File: config.mk
export PLATFORM = sky130hd
export DESIGN_NAME = chol_ctrl
export DESIGN_NICKNAME = d
export VERILOG_FILES = /design/src/rtl/chol_pkg.sv /design/src/rtl/chol_ctrl.sv
export SDC_FILE = /design/constraint.sdc
export NUM_CORES = 1
export LEC_CHECK = 0
export BUFFER_PORTS_ARGS = -buffer_cell sky130_fd_sc_hd__buf_4
export CAP_MARGIN = 10
export CORE_MARGIN = 5
export CORE_UTILIZATION = 56
export CTS_BUF_LIST = sky130_fd_sc_hd__clkbuf_8
export DETAILED_ROUTE_END_ITERATION = 7
export GPL_TIMING_DRIVEN = 0
export HOLD_SLACK_MARGIN = 0.1
export PLACE_DENSITY = 0.79
export SKIP_LAST_GASP = 1
export SYNTH_ARGS = -nofsm -noshare
export SYNTH_HDL_FRONTEND = slang
export SYNTH_SLANG_ARGS = --single-unit
File: constraint.sdc
create_clock -name clk_i -period 2.7 [get_ports clk_i]
set_input_delay 0 -clock clk_i [delete_from_list [all_inputs] [get_ports clk_i]]
set_output_delay 0 -clock clk_i [all_outputs]
set_load 0.05 [all_outputs]
File: src/rtl/chol_pkg.sv
// chol_pkg: shared types, constants and fixed-point helpers of the cholesky block
// used by chol_ctrl, chol_dp and cholesky_decomposition; no dependencies
`timescale 1ns / 1ps
package chol_pkg;

  localparam int WORD_BITS    = 32;
  localparam int FRAC_BITS    = 24;
  localparam int MAX_SIZE_DEF = 8;
  localparam int CFG_W        = 4;
  localparam int FIELD_IDX_W  = 3;
  localparam logic [CFG_W-1:0] SIZE_RESET = CFG_W'(8);

  localparam logic signed [WORD_BITS-1:0] WORD_MAX = {1'b0, {(WORD_BITS-1){1'b1}}};
  localparam logic signed [WORD_BITS-1:0] WORD_MIN = {1'b1, {(WORD_BITS-1){1'b0}}};

  typedef struct packed {
    logic [FIELD_IDX_W-1:0]      row_index;
    logic [FIELD_IDX_W-1:0]      col_index;
    logic signed [WORD_BITS-1:0] entry_value;
    logic                        last_entry;
  } in_item_t;

  typedef struct packed {
    logic [FIELD_IDX_W-1:0]      out_row;
    logic [FIELD_IDX_W-1:0]      out_col;
    logic signed [WORD_BITS-1:0] factor_value;
    logic                        not_positive_definite;
    logic                        last_result;
  } out_item_t;

  // controller to datapath strobes
  typedef struct packed {
    logic load;
    logic acc_clr;
    logic rd_li;
    logic rd_lk;
    logic mul;
    logic acc;
    logic rd_a;
    logic start_root;
    logic start_div;
    logic take_root;
    logic take_div;
    logic take_zero;
    logic wr_emit;
    logic err;
    logic last;
  } cmd_t;

  // datapath to controller status
  typedef struct packed {
    logic diff_le_zero;
    logic unit_busy;
    logic out_free;
  } status_t;

  // saturating add of two words
  function automatic logic signed [WORD_BITS-1:0] sat_add(
    input logic signed [WORD_BITS-1:0] a,
    input logic signed [WORD_BITS-1:0] b
  );
    logic signed [WORD_BITS:0] s;
    s = {a[WORD_BITS-1], a} + {b[WORD_BITS-1], b};
    if (s[WORD_BITS] != s[WORD_BITS-1]) begin
      sat_add = s[WORD_BITS] ? WORD_MIN : WORD_MAX;
    end else begin
      sat_add = s[WORD_BITS-1:0];
    end
  endfunction

  // saturating subtract of two words
  function automatic logic signed [WORD_BITS-1:0] sat_sub(
    input logic signed [WORD_BITS-1:0] a,
    input logic signed [WORD_BITS-1:0] b
  );
    logic signed [WORD_BITS:0] s;
    s = {a[WORD_BITS-1], a} - {b[WORD_BITS-1], b};
    if (s[WORD_BITS] != s[WORD_BITS-1]) begin
      sat_sub = s[WORD_BITS] ? WORD_MIN : WORD_MAX;
    end else begin
      sat_sub = s[WORD_BITS-1:0];
    end
  endfunction

  // magnitude of a word as unsigned
  function automatic logic [WORD_BITS-1:0] mag(input logic signed [WORD_BITS-1:0] a);
    mag = a[WORD_BITS-1] ? WORD_BITS'(-a) : WORD_BITS'(a);
  endfunction

endpackage

File: src/rtl/chol_ctrl.sv
// chol_ctrl: sequencer of the cholesky block, loop counters, pivot error, size register
// depends on chol_pkg; drives chol_dp through cmd_t and reads status_t
`timescale 1ns / 1ps
module chol_ctrl #(
  parameter int MAX_SIZE = chol_pkg::MAX_SIZE_DEF
) (
  input  logic                        clk_i,
  input  logic                        rst_ni,
  input  logic                        in_valid_i,
  input  logic                        in_last_i,
  output logic                        in_stall_o,
  input  logic                        cfg_we_i,
  input  logic [chol_pkg::CFG_W-1:0]  cfg_wdata_i,
  input  chol_pkg::status_t           status_i,
  output chol_pkg::cmd_t              cmd_o,
  output logic [$clog2(MAX_SIZE)-1:0] idx_i_o,
  output logic [$clog2(MAX_SIZE)-1:0] idx_k_o,
  output logic [$clog2(MAX_SIZE)-1:0] idx_j_o
);

  localparam int IW = $clog2(MAX_SIZE);

  typedef enum logic [10:0] {
    S_IDLE  = 11'b00000000001,
    S_START = 11'b00000000010,
    S_RD_LI = 11'b00000000100,
    S_RD_LK = 11'b00000001000,
    S_MUL   = 11'b00000010000,
    S_ACC   = 11'b00000100000,
    S_RD_A  = 11'b00001000000,
    S_DIFF  = 11'b00010000000,
    S_SQRT  = 11'b00100000000,
    S_DIV   = 11'b01000000000,
    S_WRITE = 11'b10000000000
  } state_e;

  state_e state_q, state_d;
  logic [IW-1:0] i_q, i_d, k_q, k_d, j_q, j_d;
  logic err_q, err_d;
  logic [chol_pkg::CFG_W-1:0] size_q;
  logic [IW-1:0] last_idx;
  logic entry_last;

  // last row index from the clamped size
  always_comb begin
    if (size_q == '0) begin
      last_idx = '0;
    end else if (int'(size_q) > MAX_SIZE) begin
      last_idx = IW'(MAX_SIZE - 1);
    end else begin
      last_idx = IW'(size_q - 1'b1);
    end
  end

  assign entry_last = (i_q == last_idx) && (k_q == i_q);
  assign in_stall_o = (state_q != S_IDLE);
  assign idx_i_o = i_q;
  assign idx_k_o = k_q;
  assign idx_j_o = j_q;

  // next state and commands
  always_comb begin
    state_d = state_q;
    i_d = i_q;
    k_d = k_q;
    j_d = j_q;
    err_d = err_q;
    cmd_o = '0;
    case (state_q)
      S_IDLE: begin
        if (in_valid_i) begin
          cmd_o.load = 1'b1;
          if (in_last_i) begin
            i_d = '0;
            k_d = '0;
            err_d = 1'b0;
            state_d = S_START;
          end
        end
      end
      S_START: begin
        if (err_q) begin
          cmd_o.take_zero = 1'b1;
          state_d = S_WRITE;
        end else begin
          cmd_o.acc_clr = 1'b1;
          j_d = '0;
          state_d = (k_q == '0) ? S_RD_A : S_RD_LI;
        end
      end
      S_RD_LI: begin
        cmd_o.rd_li = 1'b1;
        state_d = S_RD_LK;
      end
      S_RD_LK: begin
        cmd_o.rd_lk = 1'b1;
        state_d = S_MUL;
      end
      S_MUL: begin
        cmd_o.mul = 1'b1;
        state_d = S_ACC;
      end
      S_ACC: begin
        cmd_o.acc = 1'b1;
        j_d = IW'(j_q + 1'b1);
        state_d = (IW'(j_q + 1'b1) == k_q) ? S_RD_A : S_RD_LI;
      end
      S_RD_A: begin
        cmd_o.rd_a = 1'b1;
        state_d = S_DIFF;
      end
      S_DIFF: begin
        if (i_q == k_q) begin
          if (status_i.diff_le_zero) begin
            err_d = 1'b1;
            cmd_o.take_zero = 1'b1;
            state_d = S_WRITE;
          end else begin
            cmd_o.start_root = 1'b1;
            state_d = S_SQRT;
          end
        end else begin
          cmd_o.start_div = 1'b1;
          state_d = S_DIV;
        end
      end
      S_SQRT: begin
        if (!status_i.unit_busy) begin
          cmd_o.take_root = 1'b1;
          state_d = S_WRITE;
        end
      end
      S_DIV: begin
        if (!status_i.unit_busy) begin
          cmd_o.take_div = 1'b1;
          state_d = S_WRITE;
        end
      end
      S_WRITE: begin
        if (status_i.out_free) begin
          cmd_o.wr_emit = 1'b1;
          cmd_o.err = err_q;
          cmd_o.last = entry_last;
          if (entry_last) begin
            state_d = S_IDLE;
          end else if (k_q == i_q) begin
            i_d = IW'(i_q + 1'b1);
            k_d = '0;
            state_d = S_START;
          end else begin
            k_d = IW'(k_q + 1'b1);
            state_d = S_START;
          end
        end
      end
      default: begin
        state_d = S_IDLE;
      end
    endcase
  end

  // control registers
  always_ff @(posedge clk_i or negedge rst_ni) begin
    if (!rst_ni) begin
      state_q <= S_IDLE;
      i_q <= '0;
      k_q <= '0;
      j_q <= '0;
      err_q <= 1'b0;
      size_q <= chol_pkg::SIZE_RESET;
    end else begin
      state_q <= state_d;
      i_q <= i_d;
      k_q <= k_d;
      j_q <= j_d;
      err_q <= err_d;
      if (cfg_we_i) begin
        size_q <= cfg_wdata_i;
      end
    end
  end

endmodule

==> metrics.md, run 1 <==
| Metric | Value |
|---|---|
| Final Instance Area | 0.002168 mm2 |
| Vias | around 1600 |
| First-pass DRT Iterations | 4 |
| Mux contribution to synthesized area | 0.02602 |
| Gr usage total | 0.2168 |
| Critical path cell sequence | or4b_1 -> nor3_2 -> nand3_2 -> and4_4 -> a211oi_2 -> mux2_1 |
| Global-route wire length before repair | a little over 7000 um |
| Chip width | 64.82 um |
| # nets final | about 260 |
| Initial DRC Count | 77 |
| Multi-input logic area | a little under 0.001 mm2 |
| Core Area | ~0.0028 mm2 |
| CP arrival | 2690 ps |
| Xor and xnor area share after synthesis | 0.04684 |
| DR DRC count | 0 |
| Req. time, crit path | 2860 ps |
| Mapped Cells | 184 |
| Met2 WL | about 2200 um |
| Achievable frequency | 395.3 MHz |
| Via density | 6.007 |
| Final ANT Viol Nets | 0 |
| FF+latch area | about 630 um2 |
| Largest family of logic cells by synthesized area | simple AND/OR/NAND/NOR gates |
| Pwr Total | 1.079 mW |
| Dpl cell area | approximately 0.0020 mm2 |
| Pleak | 1.034 nW |
| Max-Cap Viols | 0 |
| Worst slew pin tran | approximately 570 ps |
| Wl on met1 | between 1500 and 2000 um |
| Hold slack | 117.1 ps |
| Compound-gate portion of the synthesized area | 0.1442 |
| Initial Utilization | 0.5949 |
| CP endpoint kind | flop |
| CP max FO | 8 |
| Critical path's slowest cell | dfstp_2 |
| Row cnt | 19 |
| Synthesized area | 0.001683 mm2 |
| Synthesized net count | 201 |
| CTS Buf Count | 3 |
| Slew Viols, Final | 0 |
| Power per cell area | around 500 mW/mm2 |
| Area Growth Syn to Fin | 28.85% |
| WL per Instance | 15.92 um |
| H-tree depth | 1 |
| # diodes | 0 |
| Routed wire length | around 4300 um |
| Tmin final | ~2500 ps |
| Final worst-path cycle share | 0.9370 |
| Worst setup SP type | flop |
| Slew HR | 0.6189 |
| Clock Tree Root | clkbuf_8 |
| Yosys cell types | 56 |
| Clock skew | ~2.0 ps |
| Met3 wire length | 299 um |
| Async SR Flop Fraction | 1.000 |
| Number of synthesized flops with an enable pin | 0 |
| Setup violators final | 0 |
| PortBufs | 36 |
| RSZ-0062 raised after global routing | no |
| CTS resizes | 0 |
| Clock Latency Late Sink | 260 ps |
| Reg clk slew, reported paths | about 90 ps |
| Pin count of the biggest net entering global routing | 26 |
| CP peak stage delay | 610 ps |
| Hold WC Path Type | in -> reg |
| Grt total ovfl | 0 |
| Critical setup path kind | reg -> reg |
| Hold violation count in the final report | 0 |
| Run status | completed |
| Share of post-route cells with drive strength above 1 | 0.2785 |
| Synth Area in Adders | 0.04907 |
| Detail Placement HPWL | approximately 3200 um |
| Synthesized flop and latch total | 25 |
| Initial antenna violation count | 0 |
| Mapped Avg Cell Area | a little over 9 um2 |
| CTS tree | done |
| Vias in the first global route | 1583 |
| Seq/Total Area, Yosys | 0.3732 |
| Top Layer Used | met4 |
| Die Ht | 64.82 um |
| Synth Flop Type | dfrtp_1 |
| Ys Warns | 0 |
| # fillers | 207 |
| Synth Area in Simple Gates | 0.3056 |
| Clk buf depth | 2 |
| Post-CTS setup buffer count | 0 |
| # IOs | 37 |
| Routability congestion estimate from global placement | 0.8428 |
| DIE AREA | 0.004202 mm2 |
| VDD IR-drop max | 0.4409 mV |
| CTS Sinks | 25 |
[where the power goes]
part           switching [mW]  internal [mW]
clock network           0.119          0.103
registers              0.0347          0.403
logic                   0.261          0.158
[timing repair]
action / 4_1_cts / 5_1_grt
hold buffers: 13 / 0
setup endpoints to repair: 0 / 2
endpoints found under the hold margin: 32 / 0
[synthesized netlist by cell type (3+ instances only)]
cell type,n,area share
o21ai_0,5,0.015
dfrtp_1,23,0.34
or3_1,3,0.011
nor2_1,11,0.025
nand3_1,7,0.021
nor4_1,11,0.041
a31oi_1,6,0.022
inv_1,12,0.027
xnor2_1,7,0.036
nor3_1,4,0.012
a21oi_1,5,0.015
nand2_1,16,0.036
inv_2,3,0.0067
nor3_2,3,0.018
nand2b_1,8,0.030
ha_1,5,0.037
o21ai_1,3,0.0089
a21o_1,3,0.013
[layout make-up]
type                            instances  share of cell area
Timing Repair Buffer                   49              0.1847
Inverter                               16             0.02827
Buffer                                  4             0.01443
Clock buffer                            3             0.01904
Multi-Input combinational cell        139              0.4437
Sequential cell                        25              0.2897
Tap cell                               31             0.01789
Clock inverter                          1            0.002308
[path summary, 6_finish.rpt]
check / start / to / slack [ps] / cells past startpoint
max in group asynchronous: rst_ni / size_q[3] / 2240 / 2
worst max-delay path: state_q[0] / idx_k_o[0] / 170 / 6
worst min-delay path: in_last_i / state_q[0] / 120 / 4
worst max register to register: state_q[0] / idx_k_o[0] / 170 / 6
min in group asynchronous: rst_ni / state_q[3] / 160 / 2
worst min register to register: idx_j_o[2] / idx_j_o[2] / 520 / 1
[worst max-delay path, delay by kind of cell, from the launching register on]
kind               cells  cell delay, ps
DFF                    1             610
muxes                  1             350
AOI/OAI and AO/OA      1             200
and+or+nand+nor        4            1260
[flip-flops by register name (all words and copies together) (netlist names)]
register  flops
size_q        4
idx_k_o       3
idx_j_o       3
err_q         1
state_q      11
idx_i_o       3
[cell families after synthesis]
group,count (synthesis)
xor+xnor,9
buf+inv,20
fa+ha+maj,7
flops,25
compound gates,35
simple gates,84
mux,4
[layout by cell type (no fill, tap or decap), drive strengths merged, types with 8 or more instances in the layout]
cell type    instances
buf                 39
dfrtp               23
o21ai                8
nand2               16
nor4                13
nor2                12
nand2b               8
dlygate4sd3         13
inv                 15
nand3                8
[metrics by stage]
stage / util / TNS, ps / instances / setup slack, ps
after CTS: 0.7665 / 0 / 268 / 169.2
final: 0.7665 / 0 / 268 / 170.2
after global routing: 0.7665 / 0 / 268 / 39.46
after detailed placement: 0.7041 / 0 / 251 / 183.1
after global placement: 0.7041 / 0 / 251 / 241.4
after floorplan: - / -381.2 / 184 / -190.6
[metal layers]
layer,GRT usage,up-vias
li1,-,777
met1,0.2720,751
met2,0.3755,68
met3,0.03800,14
met4,0.07388,0
met5,0,-
Power figures use the tool's default switching activity.
==> run 2: changes to the inputs <==
--- a/config.mk
+++ b/config.mk
@@ -6,14 +6,15 @@
 export NUM_CORES = 1
 export LEC_CHECK = 0
 export BUFFER_PORTS_ARGS = -buffer_cell sky130_fd_sc_hd__buf_4
-export CAP_MARGIN = 10
+export CAP_MARGIN = 25
 export CORE_MARGIN = 5
 export CORE_UTILIZATION = 56
 export CTS_BUF_LIST = sky130_fd_sc_hd__clkbuf_8
 export DETAILED_ROUTE_END_ITERATION = 7
 export GPL_TIMING_DRIVEN = 0
 export HOLD_SLACK_MARGIN = 0.1
-export PLACE_DENSITY = 0.79
+export PLACE_DENSITY_LB_ADDON = 0.3
+export RECOVER_POWER = 50
 export SKIP_LAST_GASP = 1
 export SYNTH_ARGS = -nofsm -noshare
 export SYNTH_HDL_FRONTEND = slang
==> metrics.md, run 2 (synthesis results as in run 1) <==
| Metric | Value |
|---|---|
| Clock Latency Late Sink | 270 ps |
| Dpl cell area | 0.001992 mm2 |
| Worst slew pin tran | 1370 ps |
| Pleak | roughly 1.0 nW |
| Power per cell area | a little over 500 mW/mm2 |
| Vias | 1639 |
| RSZ-0062 raised after global routing | no |
| Met3 wire length | 216 um |
| VDD IR-drop max | 0.3862 mV |
| Top Layer Used | met4 |
| Max reg flops | 11 |
| Met2 WL | between 2000 and 2500 um |
| # nets final | approximately 260 |
| Max-Cap Viols | 0 |
| Clock Tree Root | clkbuf_8 |
| CP arrival | 2690 ps |
| Hold WC Path Type | in -> reg |
| Slew Viols, Final | 0 |
| # IOs | 37 |
| CP peak stage delay | roughly 620 ps |
| DIE AREA | 0.004202 mm2 |
| # fillers | 206 |
| Top cell family by delay on the critical path | simple AND/OR/NAND/NOR gates |
| Share of post-route cells with drive strength above 1 | 0.2259 |
| WL per Instance | between 15 and 20 um |
| Critical path cell sequence | or4b_1 -> nor3_2 -> nand3_2 -> and4_4 -> a211oi_2 -> mux2_1 |
| Final Instance Area | 0.002160 mm2 |
| Area Growth Syn to Fin | 28.33% |
| Bufs and invs on worst path | 0 |
| Initial DRC Count | 95 |
| Hold slack | 129.7 ps |
| Via density | 6.070 |
| CP endpoint kind | flop |
| Finished Layout Cells | 270 |
| Tmin final | 2534 ps |
| Achievable frequency | 394.6 MHz |
| H-tree depth | 1 |
| # diodes | 0 |
| Die Ht | 64.82 um |
| Placed cells | 251 |
| Multi-input logic area | 970.9 um2 |
| Worst setup SP type | flop |
| Post-CTS setup buffer count | 0 |
| First-pass DRT Iterations | 4 |
| CTS Buf Count | 3 |
| CP max FO | 8 |
| Global-route wire length before repair | 7376 um |
| Critical setup path kind | reg -> reg |
| Initial antenna violation count | 0 |
| CTS Sinks | 25 |
| Largest regs | state_q x11, size_q x4 |
| Routability congestion estimate from global placement | 0.8721 |
| Pin count of the biggest net entering global routing | 26 |
| PortBufs | 36 |
| Req. time, crit path | 2850 ps |
| Final ANT Viol Nets | 0 |
| DR DRC count | 0 |
| Wl on met1 | 1760 um |
| Grt total ovfl | 0 |
| Vias in the first global route | about 1600 |
| Critical path's slowest cell | dfstp_2 |
| Most flops, register | state_q |
| Chip width | about 65 um |
| Setup violators final | 0 |
| Most common cell after layout, fill and taps aside | buf_4 |
| Detail Placement HPWL | 3093 um |
| Initial Utilization | 0.5949 |
| Clk buf depth | 2 |
| Row cnt | 19 |
| Clock skew | 7.605 ps |
| Final design utilization | 0.7634 |
| FF+latch area | about 630 um2 |
| Routed wire length | 4388 um |
| Pwr Total | 1.089 mW |
| Hold violation count in the final report | 0 |
| Final worst-path cycle share | 0.9386 |
| Commonest cells after routing, fill and taps aside | 26 x buf_4, 23 x dfrtp_1, 16 x nand2_1 |
| CTS tree | done |
| Reg clk slew, reported paths | 90 ps |
| Gr usage total | 0.2211 |
| Core Area | 0.002829 mm2 |
| Run status | completed |
| Slew HR | 0.08700 |
==> run 2: repair_timing <==
item,in CTS,in global routing
setup endpoints to repair,0,1
resized for setup,0,1
endpoints found under the hold margin,33,0
hold buffers,15,0
==> run 2: power breakdown <==
part,internal [mW],switching (mW)
Combinational,0.164,0.260
Sequential,0.402,0.0389
Clock,0.103,0.120
==> run 2: worst min-delay path: stages <==
cell	delay, ps
buf_4	120
nand2_1	90
nor3_2	60
nor2_1	90
==> run 2: final timing paths <==
path | startpoint | slack [ps] | cells after the start | to
max in group asynchronous | rst_ni | 1330 | 2 | idx_k_o[2]
min in group asynchronous | rst_ni | 570 | 2 | state_q[4]
hold reg to reg | idx_j_o[2] | 530 | 1 | idx_j_o[2]
hold / removal | in_valid_i | 130 | 4 | err_q
setup / recovery | state_q[0] | 170 | 6 | idx_k_o[0]
setup reg to reg | state_q[0] | 170 | 6 | idx_k_o[0]
==> run 2: area by class of cell <==
type	count	area share
inverters	16	0.02839
plain buffers	4	0.01448
flip-flops and latches	25	0.2908
repair buffers	51	0.1773
well taps	31	0.01796
clock inverters	1	0.002317
clock buffers	3	0.01912
multi-input cells	139	0.4496
==> run 2: metal layers <==
metal | global-route usage | vias to the layer above
li1 | - | 784
met1 | 0.2536 | 791
met2 | 0.4138 | 58
met3 | 0.03627 | 6
met4 | 0.07388 | 0
met5 | 0 | -
==> run 2: stage by stage <==
| stage | setup TNS [ps] | worst slack, ps |
|---|---|---|
| 2_1_floorplan | -381.2 | -190.6 |
| 3_3_place_gp | 0 | 254.3 |
| 3_5_place_dp | 0 | 212.8 |
| 4_1_cts | 0 | 193.8 |
| 5_1_grt | 0 | 49.83 |
| 6_report | 0 | 165.9 |
==> run 3: changes to the inputs <==
--- a/config.mk
+++ b/config.mk
@@ -8,8 +8,7 @@
 export BUFFER_PORTS_ARGS = -buffer_cell sky130_fd_sc_hd__buf_4
 export CAP_MARGIN = 25
 export CORE_MARGIN = 5
-export CORE_UTILIZATION = 56
-export CTS_BUF_LIST = sky130_fd_sc_hd__clkbuf_8
+export CORE_UTILIZATION = 54
 export DETAILED_ROUTE_END_ITERATION = 7
 export GPL_TIMING_DRIVEN = 0
 export HOLD_SLACK_MARGIN = 0.1
==> metrics.md, run 3 (synthesis results as in run 1) <==
| Metric | Value |
|---|---|
| Gr usage total | 0.2081 |
| Reg clk slew, reported paths | 140 ps |
| Hold slack | 147.9 ps |
| Grt total ovfl | 0 |
| Pin count of the biggest net entering global routing | 24 |
| Clock skew | 1.884 ps |
| Achievable frequency | 391.9 MHz |
| RSZ-0062 raised after global routing | no |
| Detail Placement HPWL | 3031 um |
| CP max FO | 9 |
| # nets final | 260 |
| CTS tree | done |
| Area Growth Syn to Fin | 29.07% |
| Setup violators final | 0 |
| Reg2Reg Setup Slack | 160 ps |
| Run status | completed |
| Hold violation count in the final report | 0 |
| WL per Instance | roughly 15 um |
| Worst slew pin tran | 858.2 ps |
| Clk buf depth | 2 |
| Clock Latency Late Sink | 330 ps |
| Met3 Use GR | 0.03231 |
| Largest regs | state_q x11, size_q x4 |
| Row cnt | 20 |
| Critical setup path kind | reg -> out |
| Worst setup SP type | flop |
| Pwr Total | 1.031 mW |
| # fillers | 228 |
| Max reg flops | 11 |
| Slew Viols, Final | 0 |
| Hold WC Path Type | in -> reg |
| Vias | 1621 |
| Req. time, crit path | 2700 ps |
| Power per cell area | roughly 470 mW/mm2 |
| Max-Cap Viols | 0 |
| Final Instance Area | 0.002172 mm2 |
| H-tree depth | 1 |
| Tmin final | 2552 ps |
| Pleak | 1.002 nW |
| CTS Buf Count | 3 |
| Final worst-path cycle share | 0.9451 |
| # diodes | 0 |
| GR peak layer | met2 |
| CP endpoint kind | output pin |
| CP arrival | 2550 ps |
| Global-route wire length before repair | 7127 um |
| GR Util met2 | 0.3692 |
| Die Ht | 65.83 um |
| Routability congestion estimate from global placement | between 0.8 and 0.9 |
| Initial antenna violation count | 0 |
| Post-CTS setup buffer count | 0 |
| Vias in the first global route | 1668 |
| CTS Sinks | 25 |
| Met1 usage in global routing | 0.2487 |
| Initial Utilization | 0.5558 |
| Share of post-route cells with drive strength above 1 | 0.2273 |
| Clock Tree Root | clkbuf_4 |
| First-pass DRT Iterations | 4 |
| Most common cell after layout, fill and taps aside | buf_4 |
| # IOs | 37 |
| VDD IR-drop max | 0.2759 mV |
| DIE AREA | between 0.004 and 0.005 mm2 |
| Slew HR | 0.4279 |
| Most flops, register | state_q |
| PortBufs | 36 |
| Routed wire length | 4178 um |
| Initial DRC Count | 102 |
| Multi-input logic area | slightly below 0.001 mm2 |
| Core Area | 0.003028 mm2 |
| Final design utilization | 0.7174 |
| DR DRC count | 0 |
| Final ANT Viol Nets | 0 |
| FF+latch area | 628.1 um2 |
| Commonest cells after routing, fill and taps aside | 26 x buf_4, 23 x dfrtp_1, 17 x dlygate4sd3_1 |
| Dpl cell area | 0.002008 mm2 |
| Via density | between 5 and 6 |
| Chip width | 65.83 um |
==> run 3: cell types whose count changed in the layout (fill, tap and decap cells not counted) <==
| cell | delta |
|---|---|
| mux2_1 | -1 |
| clkbuf_8 | -3 |
| nor4_4 | -1 |
| clkbuf_1 | +1 |
| clkbuf_4 | +3 |
| dlygate4sd3_1 | +2 |
| mux2_2 | +1 |
| nor4_2 | +1 |
==> run 3: stage by stage <==
stage,cells,setup TNS (ps),worst slack (ps)
floorplan,184,-381.2,-190.6
global placement,264,0,172.0
detailed placement,264,0,171.6
CTS,285,0,131.8
global route,286,0,17.90
finish,286,0,148.1
==> run 3: final cells by class <==
type | count | share of cell area
inverter | 16 | 0.02823
clock inverter | 1 | 0.002304
buffer | 4 | 0.01440
clock buffer | 3 | 0.01037
tap | 44 | 0.02535
sequential | 25 | 0.2892
timing repair buffer | 54 | 0.1872
multi-input combinational | 139 | 0.4430
==> run 3: repair_timing <==
item | in CTS | in global routing
resized for setup | 0 | 0
endpoints found under the setup margin | 0 | 2
endpoints found under the hold margin | 34 | 0
hold buffers | 17 | 0
==> run 3: metal layers <==
layer	wire length [um]	vias to the layer above	share of wire
met2	2161	40	0.52
met4	46	0	0.011
li1	-	786	-
met1	1780	790	0.43
met3	190	5	0.045
met5	0	-	0
==> run 3: report_power, final <==
part	switching [mW]	internal (mW)	total, mW
combinational	0.259	0.160	0.419
sequential	0.0356	0.402	0.438
clock	0.119	0.0557	0.174
==> run 3: worst paths after layout <==
| kind | to | startpoint | depth (start not counted) |
|---|---|---|---|
| worst min register to register | idx_j_o[2] | idx_j_o[2] | 1 |
| max in group asynchronous | size_q[1] | rst_ni | 4 |
| worst max register to register | idx_k_o[0] | state_q[0] | 6 |
| worst min-delay path | state_q[1] | in_valid_i | 5 |
| worst max-delay path | cmd_o[0] | state_q[4] | 7 |
| min in group asynchronous | size_q[3] | rst_ni | 2 |
==> run 3: critical path, stage by stage, from the launching register on <==
cell and delay (ps):
dfrtp_1 400, buf_6 130, or2_1 250, or3_1 390
nor4_4 460, nand2_1 200, nor2_1 160, buf_4 220
